File: config.mk
export PLATFORM = sky130hd
export DESIGN_NAME = chip8_instruction_execute_unit
export DESIGN_NICKNAME = d
export VERILOG_FILES = /design/src/hw/rtl/c8ie_pkg.sv /design/src/hw/rtl/c8ie_front.sv /design/src/hw/rtl/c8ie_queue.sv /design/src/hw/rtl/c8ie_back.sv /design/src/hw/rtl/chip8_instruction_execute_unit.sv
export SDC_FILE = /design/constraint.sdc
export NUM_CORES = 1
export LEC_CHECK = 0
export BUFFER_PORTS_ARGS = -buffer_cell sky130_fd_sc_hd__buf_4
export CORE_AREA = 2 2 261 263
export CTS_CLUSTER_SIZE = 14
export DETAILED_ROUTE_END_ITERATION = 8
export DIE_AREA = 0 0 263 265
export PLACE_DENSITY = 0.53
export SLEW_MARGIN = 10
export SYNTH_ARGS = -nofsm -noshare
export SYNTH_HDL_FRONTEND = slang
export SYNTH_SLANG_ARGS = --single-unit
File: constraint.sdc
create_clock -name clk -period 5.1 [get_ports clk]
set_input_delay 1.02 -clock clk [delete_from_list [all_inputs] [get_ports clk]]
set_output_delay 1.02 -clock clk [all_outputs]
set_load 0.1 [all_outputs]
File: src/hw/rtl/c8ie_pkg.sv
// Shared types and constants for the CHIP-8 instruction execute unit.
// Holds the port words, the decoded word that crosses the queue and the opcode codes.
// No dependencies.
package c8ie_pkg;

	localparam logic [11:0] START_RESET = 12'd512;

	// flag register number
	localparam logic [3:0] VF_IDX = 4'hF;

	// call stack
	localparam int STACK_DEPTH = 16;
	localparam int SP_W = $clog2(STACK_DEPTH + 1);
	localparam int STK_AW = (STACK_DEPTH > 1) ? $clog2(STACK_DEPTH) : 1;

	// decoded-word queue between front and back
	localparam int Q_DEPTH = 4;
	localparam int Q_AW = $clog2(Q_DEPTH);
	localparam int Q_CW = $clog2(Q_DEPTH + 1);

	// full-word system opcodes
	localparam logic [15:0] OPC_CLS = 16'h00E0;
	localparam logic [15:0] OPC_RET = 16'h00EE;

	// major opcode nibble
	localparam logic [3:0] MAJ_SYS  = 4'h0;
	localparam logic [3:0] MAJ_JP   = 4'h1;
	localparam logic [3:0] MAJ_CALL = 4'h2;
	localparam logic [3:0] MAJ_SEI  = 4'h3;
	localparam logic [3:0] MAJ_SNEI = 4'h4;
	localparam logic [3:0] MAJ_SER  = 4'h5;
	localparam logic [3:0] MAJ_LDI  = 4'h6;
	localparam logic [3:0] MAJ_ADDI = 4'h7;
	localparam logic [3:0] MAJ_ALU  = 4'h8;
	localparam logic [3:0] MAJ_SNER = 4'h9;
	localparam logic [3:0] MAJ_LDX  = 4'hA;
	localparam logic [3:0] MAJ_JPV0 = 4'hB;
	localparam logic [3:0] MAJ_RND  = 4'hC;

	// 8xy low nibble
	localparam logic [3:0] SUB_MOV  = 4'h0;
	localparam logic [3:0] SUB_OR   = 4'h1;
	localparam logic [3:0] SUB_AND  = 4'h2;
	localparam logic [3:0] SUB_XOR  = 4'h3;
	localparam logic [3:0] SUB_ADD  = 4'h4;
	localparam logic [3:0] SUB_SUB  = 4'h5;
	localparam logic [3:0] SUB_SHR  = 4'h6;
	localparam logic [3:0] SUB_SUBN = 4'h7;
	localparam logic [3:0] SUB_SHL  = 4'hE;

	typedef enum logic [3:0] {
		K_CLS, K_RET, K_JP, K_CALL, K_SEI, K_SNEI, K_SER, K_SNER,
		K_LDI, K_ADDI, K_ALU, K_LDX, K_JPV0, K_RND, K_UNSUP
	} op_class_t;

	typedef enum logic [3:0] {
		A_MOV, A_OR, A_AND, A_XOR, A_ADD, A_SUB, A_SHR, A_SUBN, A_SHL
	} alu_op_t;

	typedef struct packed {
		logic [15:0] opcode;
		logic [7:0]  random_byte;
	} in_word_t;

	typedef struct packed {
		logic [11:0] fetch_address;
		logic [11:0] index_value;
		logic        reg_write;
		logic [3:0]  reg_index;
		logic [7:0]  reg_value;
		logic        flag_write;
		logic        flag_value;
		logic        clear_screen;
		logic        stack_error;
		logic        unsupported;
	} out_word_t;

	typedef struct packed {
		op_class_t   kind;
		alu_op_t     alu;
		logic [3:0]  x;
		logic [3:0]  y;
		logic [11:0] nnn;
		logic [7:0]  rnd;
	} dec_t;

	typedef struct packed {
		logic full;
		logic empty;
	} q_status_t;

endpackage

File: src/hw/rtl/c8ie_front.sv
// Front end: classifies one incoming instruction word into a decoded word.
// Depends on c8ie_pkg.
module c8ie_front (
	input  c8ie_pkg::in_word_t in_word,
	output c8ie_pkg::dec_t     dec
);

	logic [15:0] op;

	assign op = in_word.opcode;

	always_comb begin
		dec.kind = c8ie_pkg::K_UNSUP;
		dec.alu  = c8ie_pkg::A_MOV;
		dec.x    = op[11:8];
		dec.y    = op[7:4];
		dec.nnn  = op[11:0];
		dec.rnd  = in_word.random_byte;
		unique case (op[15:12])
			c8ie_pkg::MAJ_SYS: begin
				if (op == c8ie_pkg::OPC_CLS) dec.kind = c8ie_pkg::K_CLS;
				else if (op == c8ie_pkg::OPC_RET) dec.kind = c8ie_pkg::K_RET;
				else dec.kind = c8ie_pkg::K_UNSUP;
			end
			c8ie_pkg::MAJ_JP:   dec.kind = c8ie_pkg::K_JP;
			c8ie_pkg::MAJ_CALL: dec.kind = c8ie_pkg::K_CALL;
			c8ie_pkg::MAJ_SEI:  dec.kind = c8ie_pkg::K_SEI;
			c8ie_pkg::MAJ_SNEI: dec.kind = c8ie_pkg::K_SNEI;
			c8ie_pkg::MAJ_SER:  dec.kind = c8ie_pkg::K_SER;
			c8ie_pkg::MAJ_LDI:  dec.kind = c8ie_pkg::K_LDI;
			c8ie_pkg::MAJ_ADDI: dec.kind = c8ie_pkg::K_ADDI;
			c8ie_pkg::MAJ_ALU: begin
				dec.kind = c8ie_pkg::K_ALU;
				unique case (op[3:0])
					c8ie_pkg::SUB_MOV:  dec.alu = c8ie_pkg::A_MOV;
					c8ie_pkg::SUB_OR:   dec.alu = c8ie_pkg::A_OR;
					c8ie_pkg::SUB_AND:  dec.alu = c8ie_pkg::A_AND;
					c8ie_pkg::SUB_XOR:  dec.alu = c8ie_pkg::A_XOR;
					c8ie_pkg::SUB_ADD:  dec.alu = c8ie_pkg::A_ADD;
					c8ie_pkg::SUB_SUB:  dec.alu = c8ie_pkg::A_SUB;
					c8ie_pkg::SUB_SHR:  dec.alu = c8ie_pkg::A_SHR;
					c8ie_pkg::SUB_SUBN: dec.alu = c8ie_pkg::A_SUBN;
					c8ie_pkg::SUB_SHL:  dec.alu = c8ie_pkg::A_SHL;
					default:            dec.kind = c8ie_pkg::K_UNSUP;
				endcase
			end
			c8ie_pkg::MAJ_SNER: dec.kind = c8ie_pkg::K_SNER;
			c8ie_pkg::MAJ_LDX:  dec.kind = c8ie_pkg::K_LDX;
			c8ie_pkg::MAJ_JPV0: dec.kind = c8ie_pkg::K_JPV0;
			c8ie_pkg::MAJ_RND:  dec.kind = c8ie_pkg::K_RND;
			default:            dec.kind = c8ie_pkg::K_UNSUP;
		endcase
	end

endmodule

File: src/hw/rtl/c8ie_queue.sv
// Short FIFO of decoded words between the front end and the execute stage.
// Depends on c8ie_pkg.
module c8ie_queue (
	input  logic                 clk,
	input  logic                 arst_n,
	input  logic                 push,
	input  c8ie_pkg::dec_t       push_word,
	input  logic                 pop,
	output c8ie_pkg::dec_t       head,
	output c8ie_pkg::q_status_t  status
);

	c8ie_pkg::dec_t               mem_q [c8ie_pkg::Q_DEPTH];
	logic [c8ie_pkg::Q_AW-1:0]   wp_q;
	logic [c8ie_pkg::Q_AW-1:0]   rp_q;
	logic [c8ie_pkg::Q_CW-1:0]   cnt_q;

	assign status.full  = (cnt_q == c8ie_pkg::Q_CW'(c8ie_pkg::Q_DEPTH));
	assign status.empty = (cnt_q == '0);
	assign head = mem_q[rp_q];

	always_ff @(posedge clk or negedge arst_n) begin
		if (!arst_n) begin
			wp_q  <= '0;
			rp_q  <= '0;
			cnt_q <= '0;
		end else begin
			if (push) wp_q <= wp_q + 1'b1;
			if (pop) rp_q <= rp_q + 1'b1;
			if (push && !pop) cnt_q <= cnt_q + 1'b1;
			else if (pop && !push) cnt_q <= cnt_q - 1'b1;
		end
	end

	always_ff @(posedge clk) begin
		if (push) mem_q[wp_q] <= push_word;
	end

endmodule

File: src/hw/rtl/c8ie_back.sv
// Execute stage: register file, index, program counter, call stack, result register.
// Depends on c8ie_pkg; fed from c8ie_queue.
module c8ie_back (
	input  logic                 clk,
	input  logic                 arst_n,
	input  logic                 cfg_we,
	input  logic [11:0]          cfg_data,
	input  c8ie_pkg::dec_t       head,
	input  logic                 head_valid,
	output logic                 pop,
	output logic                 out_valid,
	input  logic                 out_stall,
	output c8ie_pkg::out_word_t  out_word
);

	logic [11:0]               start_q;
	logic                      pc_live_q;
	logic [11:0]               pc_q;
	logic [11:0]               idx_q;
	logic [7:0]                gr_q [16];
	logic [11:0]               stk_q [c8ie_pkg::STACK_DEPTH];
	logic [c8ie_pkg::SP_W-1:0] sp_q;
	logic                      out_valid_q;
	c8ie_pkg::out_word_t       out_q;

	logic [7:0]                vx, vy, v0, nn;
	logic [11:0]               pc2, pc4, pc_nx, idx_nx;
	logic [8:0]                sum9;
	logic                      rw, fw, fval, cls, serr, unsup, push_stk, pop_stk;
	logic [7:0]                rval;
	logic [c8ie_pkg::SP_W-1:0] sp_m1;

	assign vx    = gr_q[head.x];
	assign vy    = gr_q[head.y];
	assign v0    = gr_q[0];
	assign nn    = head.nnn[7:0];
	assign pc2   = pc_q + 12'd2;
	assign pc4   = pc_q + 12'd4;
	assign sum9  = {1'b0, vx} + {1'b0, vy};
	assign sp_m1 = sp_q - 1'b1;

	// a new word moves in when one is queued, the PC is live and the result register is free or being drained
	assign pop = head_valid && pc_live_q && (!out_valid_q || !out_stall);

	always_comb begin
		pc_nx    = pc2;
		idx_nx   = idx_q;
		rw       = 1'b0;
		rval     = '0;
		fw       = 1'b0;
		fval     = 1'b0;
		cls      = 1'b0;
		serr     = 1'b0;
		unsup    = 1'b0;
		push_stk = 1'b0;
		pop_stk  = 1'b0;
		unique case (head.kind)
			c8ie_pkg::K_CLS: cls = 1'b1;
			c8ie_pkg::K_RET: begin
				if (sp_q == '0) serr = 1'b1;
				else begin
					pop_stk = 1'b1;
					pc_nx   = stk_q[sp_m1[c8ie_pkg::STK_AW-1:0]];
				end
			end
			c8ie_pkg::K_JP: pc_nx = head.nnn;
			c8ie_pkg::K_CALL: begin
				if (sp_q >= c8ie_pkg::SP_W'(c8ie_pkg::STACK_DEPTH)) serr = 1'b1;
				else begin
					push_stk = 1'b1;
					pc_nx    = head.nnn;
				end
			end
			c8ie_pkg::K_SEI:  if (vx == nn) pc_nx = pc4;
			c8ie_pkg::K_SNEI: if (vx != nn) pc_nx = pc4;
			c8ie_pkg::K_SER:  if (vx == vy) pc_nx = pc4;
			c8ie_pkg::K_SNER: if (vx != vy) pc_nx = pc4;
			c8ie_pkg::K_LDI: begin
				rw   = 1'b1;
				rval = nn;
			end
			c8ie_pkg::K_ADDI: begin
				rw   = 1'b1;
				rval = vx + nn;
			end
			c8ie_pkg::K_ALU: begin
				rw = 1'b1;
				unique case (head.alu)
					c8ie_pkg::A_MOV: rval = vy;
					c8ie_pkg::A_OR:  rval = vx | vy;
					c8ie_pkg::A_AND: rval = vx & vy;
					c8ie_pkg::A_XOR: rval = vx ^ vy;
					c8ie_pkg::A_ADD: begin
						rval = sum9[7:0];
						fw   = 1'b1;
						fval = sum9[8];
					end
					c8ie_pkg::A_SUB: begin
						rval = vx - vy;
						fw   = 1'b1;
						fval = (vx >= vy);
					end
					c8ie_pkg::A_SHR: begin
						rval = {1'b0, vx[7:1]};
						fw   = 1'b1;
						fval = vx[0];
					end
					c8ie_pkg::A_SUBN: begin
						rval = vy - vx;
						fw   = 1'b1;
						fval = (vy >= vx);
					end
					c8ie_pkg::A_SHL: begin
						rval = {vx[6:0], 1'b0};
						fw   = 1'b1;
						fval = vx[7];
					end
					default: rw = 1'b0;
				endcase
			end
			c8ie_pkg::K_LDX:  idx_nx = head.nnn;
			c8ie_pkg::K_JPV0: pc_nx = head.nnn + {4'd0, v0};
			c8ie_pkg::K_RND: begin
				rw   = 1'b1;
				rval = head.rnd & nn;
			end
			c8ie_pkg::K_UNSUP: unsup = 1'b1;
			default: unsup = 1'b1;
		endcase
	end

	always_ff @(posedge clk or negedge arst_n) begin
		if (!arst_n) begin
			start_q     <= c8ie_pkg::START_RESET;
			pc_live_q   <= 1'b0;
			idx_q       <= '0;
			sp_q        <= '0;
			out_valid_q <= 1'b0;
			for (int i = 0; i < 16; i++) gr_q[i] <= '0;
		end else begin
			if (cfg_we) start_q <= cfg_data;
			pc_live_q <= 1'b1;
			if (pop) begin
				idx_q <= idx_nx;
				if (push_stk) sp_q <= sp_q + 1'b1;
				else if (pop_stk) sp_q <= sp_m1;
				// VF takes the flag unless Vx is VF itself; then the result wins
				if (fw && !(rw && head.x == c8ie_pkg::VF_IDX))
					gr_q[c8ie_pkg::VF_IDX] <= {7'd0, fval};
				if (rw) gr_q[head.x] <= rval;
			end
			if (pop) out_valid_q <= 1'b1;
			else if (!out_stall) out_valid_q <= 1'b0;
		end
	end

	// PC picks up the start address in the first cycle out of reset
	always_ff @(posedge clk) begin
		if (!pc_live_q) pc_q <= start_q;
		else if (pop) pc_q <= pc_nx;
	end

	always_ff @(posedge clk) begin
		if (pop && push_stk) stk_q[sp_q[c8ie_pkg::STK_AW-1:0]] <= pc2;
	end

	always_ff @(posedge clk) begin
		if (pop) begin
			out_q.fetch_address <= pc_nx;
			out_q.index_value   <= idx_nx;
			out_q.reg_write     <= rw;
			out_q.reg_index     <= rw ? head.x : 4'd0;
			out_q.reg_value     <= rw ? rval : 8'd0;
			out_q.flag_write    <= fw;
			out_q.flag_value    <= fw & fval;
			out_q.clear_screen  <= cls;
			out_q.stack_error   <= serr;
			out_q.unsupported   <= unsup;
		end
	end

	assign out_valid = out_valid_q;
	assign out_word  = out_q;

endmodule

File: src/hw/rtl/chip8_instruction_execute_unit.sv
// CHIP-8 instruction execute unit, top level.
// Instantiates c8ie_front, c8ie_queue and c8ie_back; types from c8ie_pkg.
//
// Usage:
//   in channel  (in_valid / in_stall / in_word): one fetched opcode plus a random byte.
//   out channel (out_valid / out_stall / out_word): next fetch address, index register,
//   register and flag writes, clear-screen, stack error and unsupported bits.
//   cfg_we / cfg_data write the start address; write it only while the unit is idle.
// Flow: an accepted word is decoded combinationally and written into a 4-entry queue;
//   the execute stage takes it from the queue head and registers its result in the
//   output register, which drives out_valid.
// Throughput: one word per cycle while the output is not stalled, set by the execute
//   stage (8-bit ALU and register file read/write in the same cycle).
// Reset: registers, index and stack pointer clear; the program counter loads the start
//   address in the first cycle after reset is released.
// Stall: a stalled result holds in the output register; words keep collecting in the
//   queue and in_stall rises once the queue is full.
module chip8_instruction_execute_unit (
	input  logic                 clk,
	input  logic                 arst_n,
	input  logic                 in_valid,
	output logic                 in_stall,
	input  c8ie_pkg::in_word_t   in_word,
	output logic                 out_valid,
	input  logic                 out_stall,
	output c8ie_pkg::out_word_t  out_word,
	input  logic                 cfg_we,
	input  logic [11:0]          cfg_data
);

	c8ie_pkg::dec_t      dec;
	c8ie_pkg::dec_t      head;
	c8ie_pkg::q_status_t q_st;
	logic                push, pop;

	assign in_stall = q_st.full;
	assign push     = in_valid && !q_st.full;

	c8ie_front u_front (
		.in_word (in_word),
		.dec     (dec)
	);

	c8ie_queue u_queue (
		.clk       (clk),
		.arst_n    (arst_n),
		.push      (push),
		.push_word (dec),
		.pop       (pop),
		.head      (head),
		.status    (q_st)
	);

	c8ie_back u_back (
		.clk        (clk),
		.arst_n     (arst_n),
		.cfg_we     (cfg_we),
		.cfg_data   (cfg_data),
		.head       (head),
		.head_valid (!q_st.empty),
		.pop        (pop),
		.out_valid  (out_valid),
		.out_stall  (out_stall),
		.out_word   (out_word)
	);

endmodule
==> results of run 1 <==
[worst register-to-register path, stage by stage (launching register included)]
cell	delay, ns
dfrtp_2	0.43
buf_12	0.13
buf_4	0.13
mux4_2	0.49
buf_12	0.16
clkbuf_16	0.17
mux4_2	0.31
mux4_2	0.58
ha_4	0.27
nor4_4	0.33
buf_4	0.20
nor2b_4	0.21
o21ai_2	0.07
xnor2_1	0.16
a222oi_1	0.26
nand4b_1	0.16
nor4_2	0.33
o22ai_2	0.13
mux2_4	0.28
[final timing paths]
path                                 start  cells after the start              end
min in group asynchronous           arst_n                      2  u_back.gr_q[34]
hold / removal             u_back.idx_q[1]                      2  u_back.idx_q[1]
setup / recovery           u_queue.rp_q[0]                     18   u_back.pc_q[6]
hold reg to reg            u_back.idx_q[1]                      2  u_back.idx_q[1]
max in group asynchronous           arst_n                      2   u_back.sp_q[0]
setup reg to reg           u_queue.rp_q[0]                     18   u_back.pc_q[6]
[metal layers]
layer / up-vias / GRT usage / share of wire
met5: - / 0 / 0
met4: 0 / 0.06193 / 0.025
met3: 113 / 0.02750 / 0.048
met2: 551 / 0.3684 / 0.49
met1: 9244 / 0.2996 / 0.44
li1: 8213 / - / -
[cell families (layout without fill, tap and decap cells)]
logic type | Yosys count | after routing | synth area share
simple gates | 523 | 523 | 0.09091
buf+inv | 184 | 487 | 0.02835
mux | 270 | 270 | 0.1726
fa+ha+maj | 65 | 65 | 0.03247
compound gates | 401 | 401 | 0.09711
xor+xnor | 44 | 44 | 0.01458
other cells | 1 | 1 | 0.0001418
flops | 524 | 524 | 0.5638
[registers in the layout, summed over array words and instances, names as in the netlist]
name	count
u_queue.wp_q	2
u_back.start_q	12
u_queue.rp_q	2
u_back.v0	8
u_back.pc_live_q	1
u_back.out_valid	1
u_back.pc_q	12
u_back.gr_q	120
u_back.stk_q	192
u_queue.mem_q	112
u_back.idx_q	12
u_back.out_word	42
u_back.sp_q	5
u_queue.cnt_q	3
[layout by cell type, fill, tap and decap left out, types with 9 or more instances in the layout]
cell type  count
a211oi_1      16
a21o_1        10
a21oi_1       68
a22oi_1       13
and2_1        14
buf_12        18
buf_4        281
buf_6         10
clkbuf_1      13
clkbuf_16     61
clkinv_1      13
clkinv_2      12
dfrtp_1      162
edfxtp_1     358
ha_1          52
inv_1         60
mux2_2        74
mux2i_1       51
mux4_1        10
mux4_2       127
nand2_1      209
nand2b_1      12
nand3_1       26
nand4_1       17
nor2_1       119
nor2b_1       23
nor3_1        38
nor4_1         9
o211ai_1      12
o21ai_0      127
o21ai_2       13
o31ai_1       26
xnor2_1       24
xor2_1        15
[timing repair]
item                                   4_1_cts  5_1_grt
hold buffers                                 0        0
pin swaps                                    0       29
buffers inserted                             2       29
endpoints found under the hold margin        0        0
setup endpoints to repair                    4      103
cloned                                       0        7
gates resized for setup                      4       92
[power breakdown]
part	total (mW)	internal (mW)	switching, mW
clock	4.17	2.42	1.74
combinational	12.4	5.01	7.38
sequential	6.39	5.79	0.596
total	23.0	13.2	9.72
[per-stage QoR]
stage	power [mW]	TNS, ns	worst slack, ns	instances	utilization
final	22.95	0	0.05024	3188	0.4799
after global routing	24.13	-0.6881	-0.07541	3188	0.4799
after CTS	22.10	0	0.01977	3152	0.4689
after detailed placement	17.80	-0.2989	-0.1175	3041	0.4394
after global placement	17.69	-0.02659	-0.02659	3041	0.4394
after floorplan	13.53	-0.04085	-0.04085	2012	-
[cell type report]
| cell class | instances | area, µm² | share of cell area |
|---|---|---|---|
| sequential | 524 | 14910 | 0.4651 |
| multi-input combinational | 1304 | 11210 | 0.3497 |
| timing repair buffer | 315 | 2684 | 0.08372 |
| clock buffer | 76 | 1569 | 0.04894 |
| tap | 873 | 1092 | 0.03407 |
| clock inverter | 33 | 352.8 | 0.01101 |
| inverter | 63 | 237.7 | 0.007416 |
==> results.yml, run 1 <==
yosys:
  synth_ff_type: "edfxtp_1"
  synth.ff_latch_count: 524
  netlist_instances: 2012
  synth.cell_area_mm2: 0.02644
  synth_fp_nets: 2118
  synthTopCellsByArea: "edfxtp_1, dfrtp_1, mux4_2, mux2_2, nand2_1"
  synth_largest_area_cell: "edfxtp_1"
  syn_avg_cell_area_um2: 13.14
  yosysTopAreaCellShare: 0.4066
  synth_most_common_cell: "edfxtp_1"
  synth-edff-count: 358
  seq_area_frac_synth: 0.5638
  yosysWarnings: 0
  synth_cell_types: 80
  synthArstFlopShare: 0.3168
  ys_top_cells_by_count: "edfxtp_1, nand2_1, dfrtp_1"
grt:
  globalRouteOverflowTotal: 0
  grt_first_pass_wirelength_um: 115700
  antenna_found_initial: 0
  gr-usage-all-layers: 0.2190
  grt_pass1_vias: 18268
  grt_max_degree: 167
die:
  die_area_mm2: 0.06970
  die_h_um: 265
  row_count: 95
  coreArea_mm2: 0.06680
  die_w_um: 263
  start_util: 0.3958
  io_pins: 85
power:
  peakVddDrop_mv: 0.3641
  leakage_nw: 12.23
  power_density_mw_per_mm2: 715.9
clocking:
  clock_sinks: 524
  cts_tree: "done"
  clock_latency_ns: 0.66
  cts.htree.levels: 2
  cts.clk_slew.worst_paths_ns: 0.06
  clk_path_buf_depth: 3
  clockRootBuffer: "clkbuf_16"
  cts_made_buffers: 58
critical_path:
  r2r_slack_ns: 0.05
  cp_cell_sequence: "buf_12 > buf_4 > mux4_2 > buf_12 > clkbuf_16 > mux4_2 > mux4_2 > ha_4 > nor4_4 > buf_4 > nor2b_4 > o21ai_2 > xnor2_1 > a222oi_1 > nand4b_1 > nor4_2 > o22ai_2 > mux2_4"
  crit_type: "register to register"
  critPathMaxFanout: 13
  crit_buf_inv: 5
  slowest_delay_ns: 0.58
  cp.required_ns: 5.49
  crit_top_cell: "mux4_2"
  worstPathArrival_ns: 5.44
  cp_slowest_cell: "mux4_2"
  path_delay_family: "multiplexers"
  setup.worst_path.end_class: "register"
  start_kind: "register"
place:
  hpwlAfterDp_um: 55150
  postPlaceCellArea_mm2: 0.02935
  portBuffers: 84
  place_congestion: 0.9014
timing:
  setup_viol: 0
  report.final.slew_viol_count: 0
  finalCriticalPeriod_ns: 5.050
  hold_ws_ns: 0.4755
  skew_ns: 0.06309
  max_freq_ghz: 0.1980
  relSlewSlack: 0.2779
  worstMarginPinSlew_ns: 1.075
  rsz0062_at_grt: "true"
  hold_viol: 0
  fin_crit_sh: 0.9901
layout:
  areaGrowthSynthToFinish_pct: 21.26
  nets: 2372
  fin_area_mm2: 0.03206
  layout-drive-gt1-share: 0.3006
  diodes: 0
  fillers: 5925
detailed_routing:
  drtIter0Drc: 1531
  post_drt_wl_per_cell_um: 24.54
  postRouteAntennaNets: 0
  first_pass_iters: 8
  vias: 18121
  drc: 0
  finalWirelength_um: 78230
  via_per_inst: 5.684
status:
  status: "complete, no violations"
worst_hold_path:
  hp-class: "register to register"
job:
  maxCapViolations: 0
No activity file was read; power rests on OpenSTA's default activity.
==> inputs of run 2 (changes only) <==
- ABC_AREA: unset -> 1
- CORE_AREA: 2 2 261 263 -> 2 2 265 267
- DIE_AREA: 0 0 263 265 -> 0 0 267 269
==> results.yml, run 2 <==
status:
  status: "complete, no violations"
die:
  die_area_mm2: 0.07182
  row_count: 97
  die_w_um: 267
  coreArea_mm2: 0.06930
  die_h_um: 269
  io_pins: 85
  start_util: 0.3954
clocking:
  cts.htree.levels: 2
  clockRootBuffer: "clkbuf_16"
  postCtsSetupRepairBufs: 0
  clk_path_buf_depth: 3
  cts_tree: "done"
  clock_latency_ns: 0.65
  cts_made_buffers: 58
  cts.hold.buffers_added: 0
  cts.clk_slew.worst_paths_ns: 0.06
  clock_sinks: 524
detailed_routing:
  postRouteAntennaNets: 0
  finalWirelength_um: 88150
  met1Wirelength_um: 39390
  drtIter0Drc: 2266
  drc: 0
  post_drt_wl_per_cell_um: 21.53
  first_pass_iters: 6
  met3_length_um: 5297
  vias: 22360
  top_layer_used: "met4"
  dr_wl_met2_um: 41170
  via_per_inst: 5.462
critical_path:
  crit_type: "register to register"
  critPathMaxFanout: 44
  cp_slowest_cell: "fa_1"
  start_kind: "register"
  path_delay_family: "simple AND/OR/NAND/NOR gates"
  worst-path-stages: 24
  r2r_cells: 24
  slowest_delay_ns: 0.51
  cp_cell_sequence: "buf_4 > nand3_1 > nand2_4 > buf_12 > nand2_1 > o211ai_1 > nand3_1 > nand3_1 > nand2_1 > inv_2 > ha_1 > inv_1 > fa_1 > a21oi_1 > buf_4 > o211ai_1 > nand3_1 > nand4_1 > nor2_1 > nand4_1 > nand2_1 > nand2_4 > nand2_1 > o21ai_0"
  cp.required_ns: 5.58
  worstPathArrival_ns: 5.23
  setup.worst_path.end_class: "register"
  crit_buf_inv: 5
place:
  dp.cells: 3989
  portBuffers: 84
  hpwlAfterDp_um: 60640
  place_congestion: 0.9285
timing:
  report.final.slew_viol_count: 0
  finalCriticalPeriod_ns: 4.753
  worstMarginPinSlew_ns: 1.120
  fin_crit_sh: 0.9319
  setup_viol: 0
  rsz0062_at_grt: "false"
  relSlewSlack: 0.2527
  hold_ws_ns: 0.4124
  max_freq_ghz: 0.2104
  skew_ns: 0.04424
  setup-tns-final_ns: 0
  hold_viol: 0
yosys:
  synth_cell_types: 61
  synth.ff_latch_count: 524
  synth_largest_area_cell: "edfxtp_1"
  synth_most_common_cell: "nand2_1"
  syn_avg_cell_area_um2: 9.078
  synthArstFlopShare: 0.3168
  synth_fp_nets: 3124
  synthTopCellsByArea: "edfxtp_1, dfrtp_1, nand2_1, nand3_1, inv_1"
  yosysTopAreaCellShare: 0.3924
  netlist_instances: 3018
  synth_ff_type: "edfxtp_1"
  yosysWarnings: 0
  ys_top_cells_by_count: "nand2_1, edfxtp_1, nand3_1"
  synth-edff-count: 358
  seq_area_frac_synth: 0.5440
  synth.cell_area_mm2: 0.02740
grt:
  grt_max_degree: 75
  grt_first_pass_wirelength_um: 132900
  gr-usage-all-layers: 0.2449
  grt_pass1_vias: 21454
  antenna_found_initial: 2
  globalRouteOverflowTotal: 0
worst_hold_path:
  hp-class: "primary input to asynchronous set/reset pin"
layout:
  layout-drive-gt1-share: 0.1224
  final_common_cell: "nand2_1"
  diodes: 0
  instances_no_fill: 4094
  final_cell_mix: "nand2_1, edfxtp_1, nand3_1, inv_1, buf_4"
  areaGrowthSynthToFinish_pct: 13.54
  largest_reg_flops: 192
  fillers: 6678
  nets: 3215
job:
  maxCapViolations: 0
==> run 2: through the flow <==
| stage | instance area [µm²] | util | setup WS [ns] |
|---|---|---|---|
| after CTS | 31080 | 0.4485 | 0.3177 |
| after global placement | 29170 | 0.4209 | 0.4221 |
| final | 31110 | 0.4489 | 0.3474 |
| after floorplan | 27400 | - | 0.9775 |
| after detailed placement | 29170 | 0.4209 | 0.3604 |
| after global routing | 31110 | 0.4489 | 0.009554 |
==> run 2: area by class of cell <==
| type | count | area, µm² | share of cell area |
|---|---|---|---|
| Sequential cell | 524 | 14910 | 0.4792 |
| Multi-Input combinational cell | 2083 | 10730 | 0.3449 |
| Clock buffer | 75 | 1555 | 0.04999 |
| Timing Repair Buffer | 175 | 1380 | 0.04436 |
| Tap cell | 940 | 1176 | 0.03781 |
| Inverter | 267 | 1003 | 0.03226 |
| Clock inverter | 30 | 356.6 | 0.01146 |
==> run 2: timing repair <==
item	4_1_cts	5_1_grt
endpoints found under the hold margin	0	0
endpoints found under the setup margin	0	54
resized for setup	0	8
==> run 2: per-layer routing <==
layer	global-route usage	vias to the layer above
li1	-	10458
met3	0.03215	137
met2	0.4023	767
met5	0	-
met4	0.07015	0
met1	0.3401	10998
==> run 2: final timing paths <==
check                                start               end  slack, ns
setup / recovery           u_queue.rp_q[1]   u_back.gr_q[22]       0.35
hold / removal                      arst_n   u_back.idx_q[8]       0.41
setup reg to reg           u_queue.rp_q[1]   u_back.gr_q[22]       0.35
hold reg to reg            u_back.idx_q[1]   u_back.idx_q[1]       0.48
max in group asynchronous           arst_n  u_back.idx_q[11]       3.35
min in group clk           u_back.idx_q[1]   u_back.idx_q[1]       0.48
==> run 2: worst reg2reg max path, cell delays in order, from the launching register on <==
cell      delay, ns
dfrtp_1        0.45
buf_4          0.37
nand3_1        0.20
nand2_4        0.19
buf_12         0.25
nand2_1        0.11
o211ai_1       0.10
nand3_1        0.14
nand3_1        0.17
nand2_1        0.17
inv_2          0.11
ha_1           0.16
inv_1          0.08
fa_1           0.51
a21oi_1        0.31
buf_4          0.20
o211ai_1       0.08
nand3_1        0.10
nand4_1        0.09
nor2_1         0.13
nand4_1        0.11
nand2_1        0.15
nand2_4        0.20
nand2_1        0.14
o21ai_0        0.08
==> run 2: cell families (layout without fill, tap and decap cells) <==
family | after synthesis | after routing | synth area share
flops | 524 | 524 | 0.5440
compound gates | 546 | 546 | 0.1185
xor+xnor | 27 | 27 | 0.008631
buf+inv | 411 | 547 | 0.06690
simple gates | 1432 | 1432 | 0.2256
mux | 12 | 12 | 0.004932
fa+ha+maj | 65 | 65 | 0.03133
other cells | 1 | 1 | 0.0001369
Power of run 2 is not shown: default switching activity piles up to over one toggle a cycle in this logic, so the estimate is an artifact.
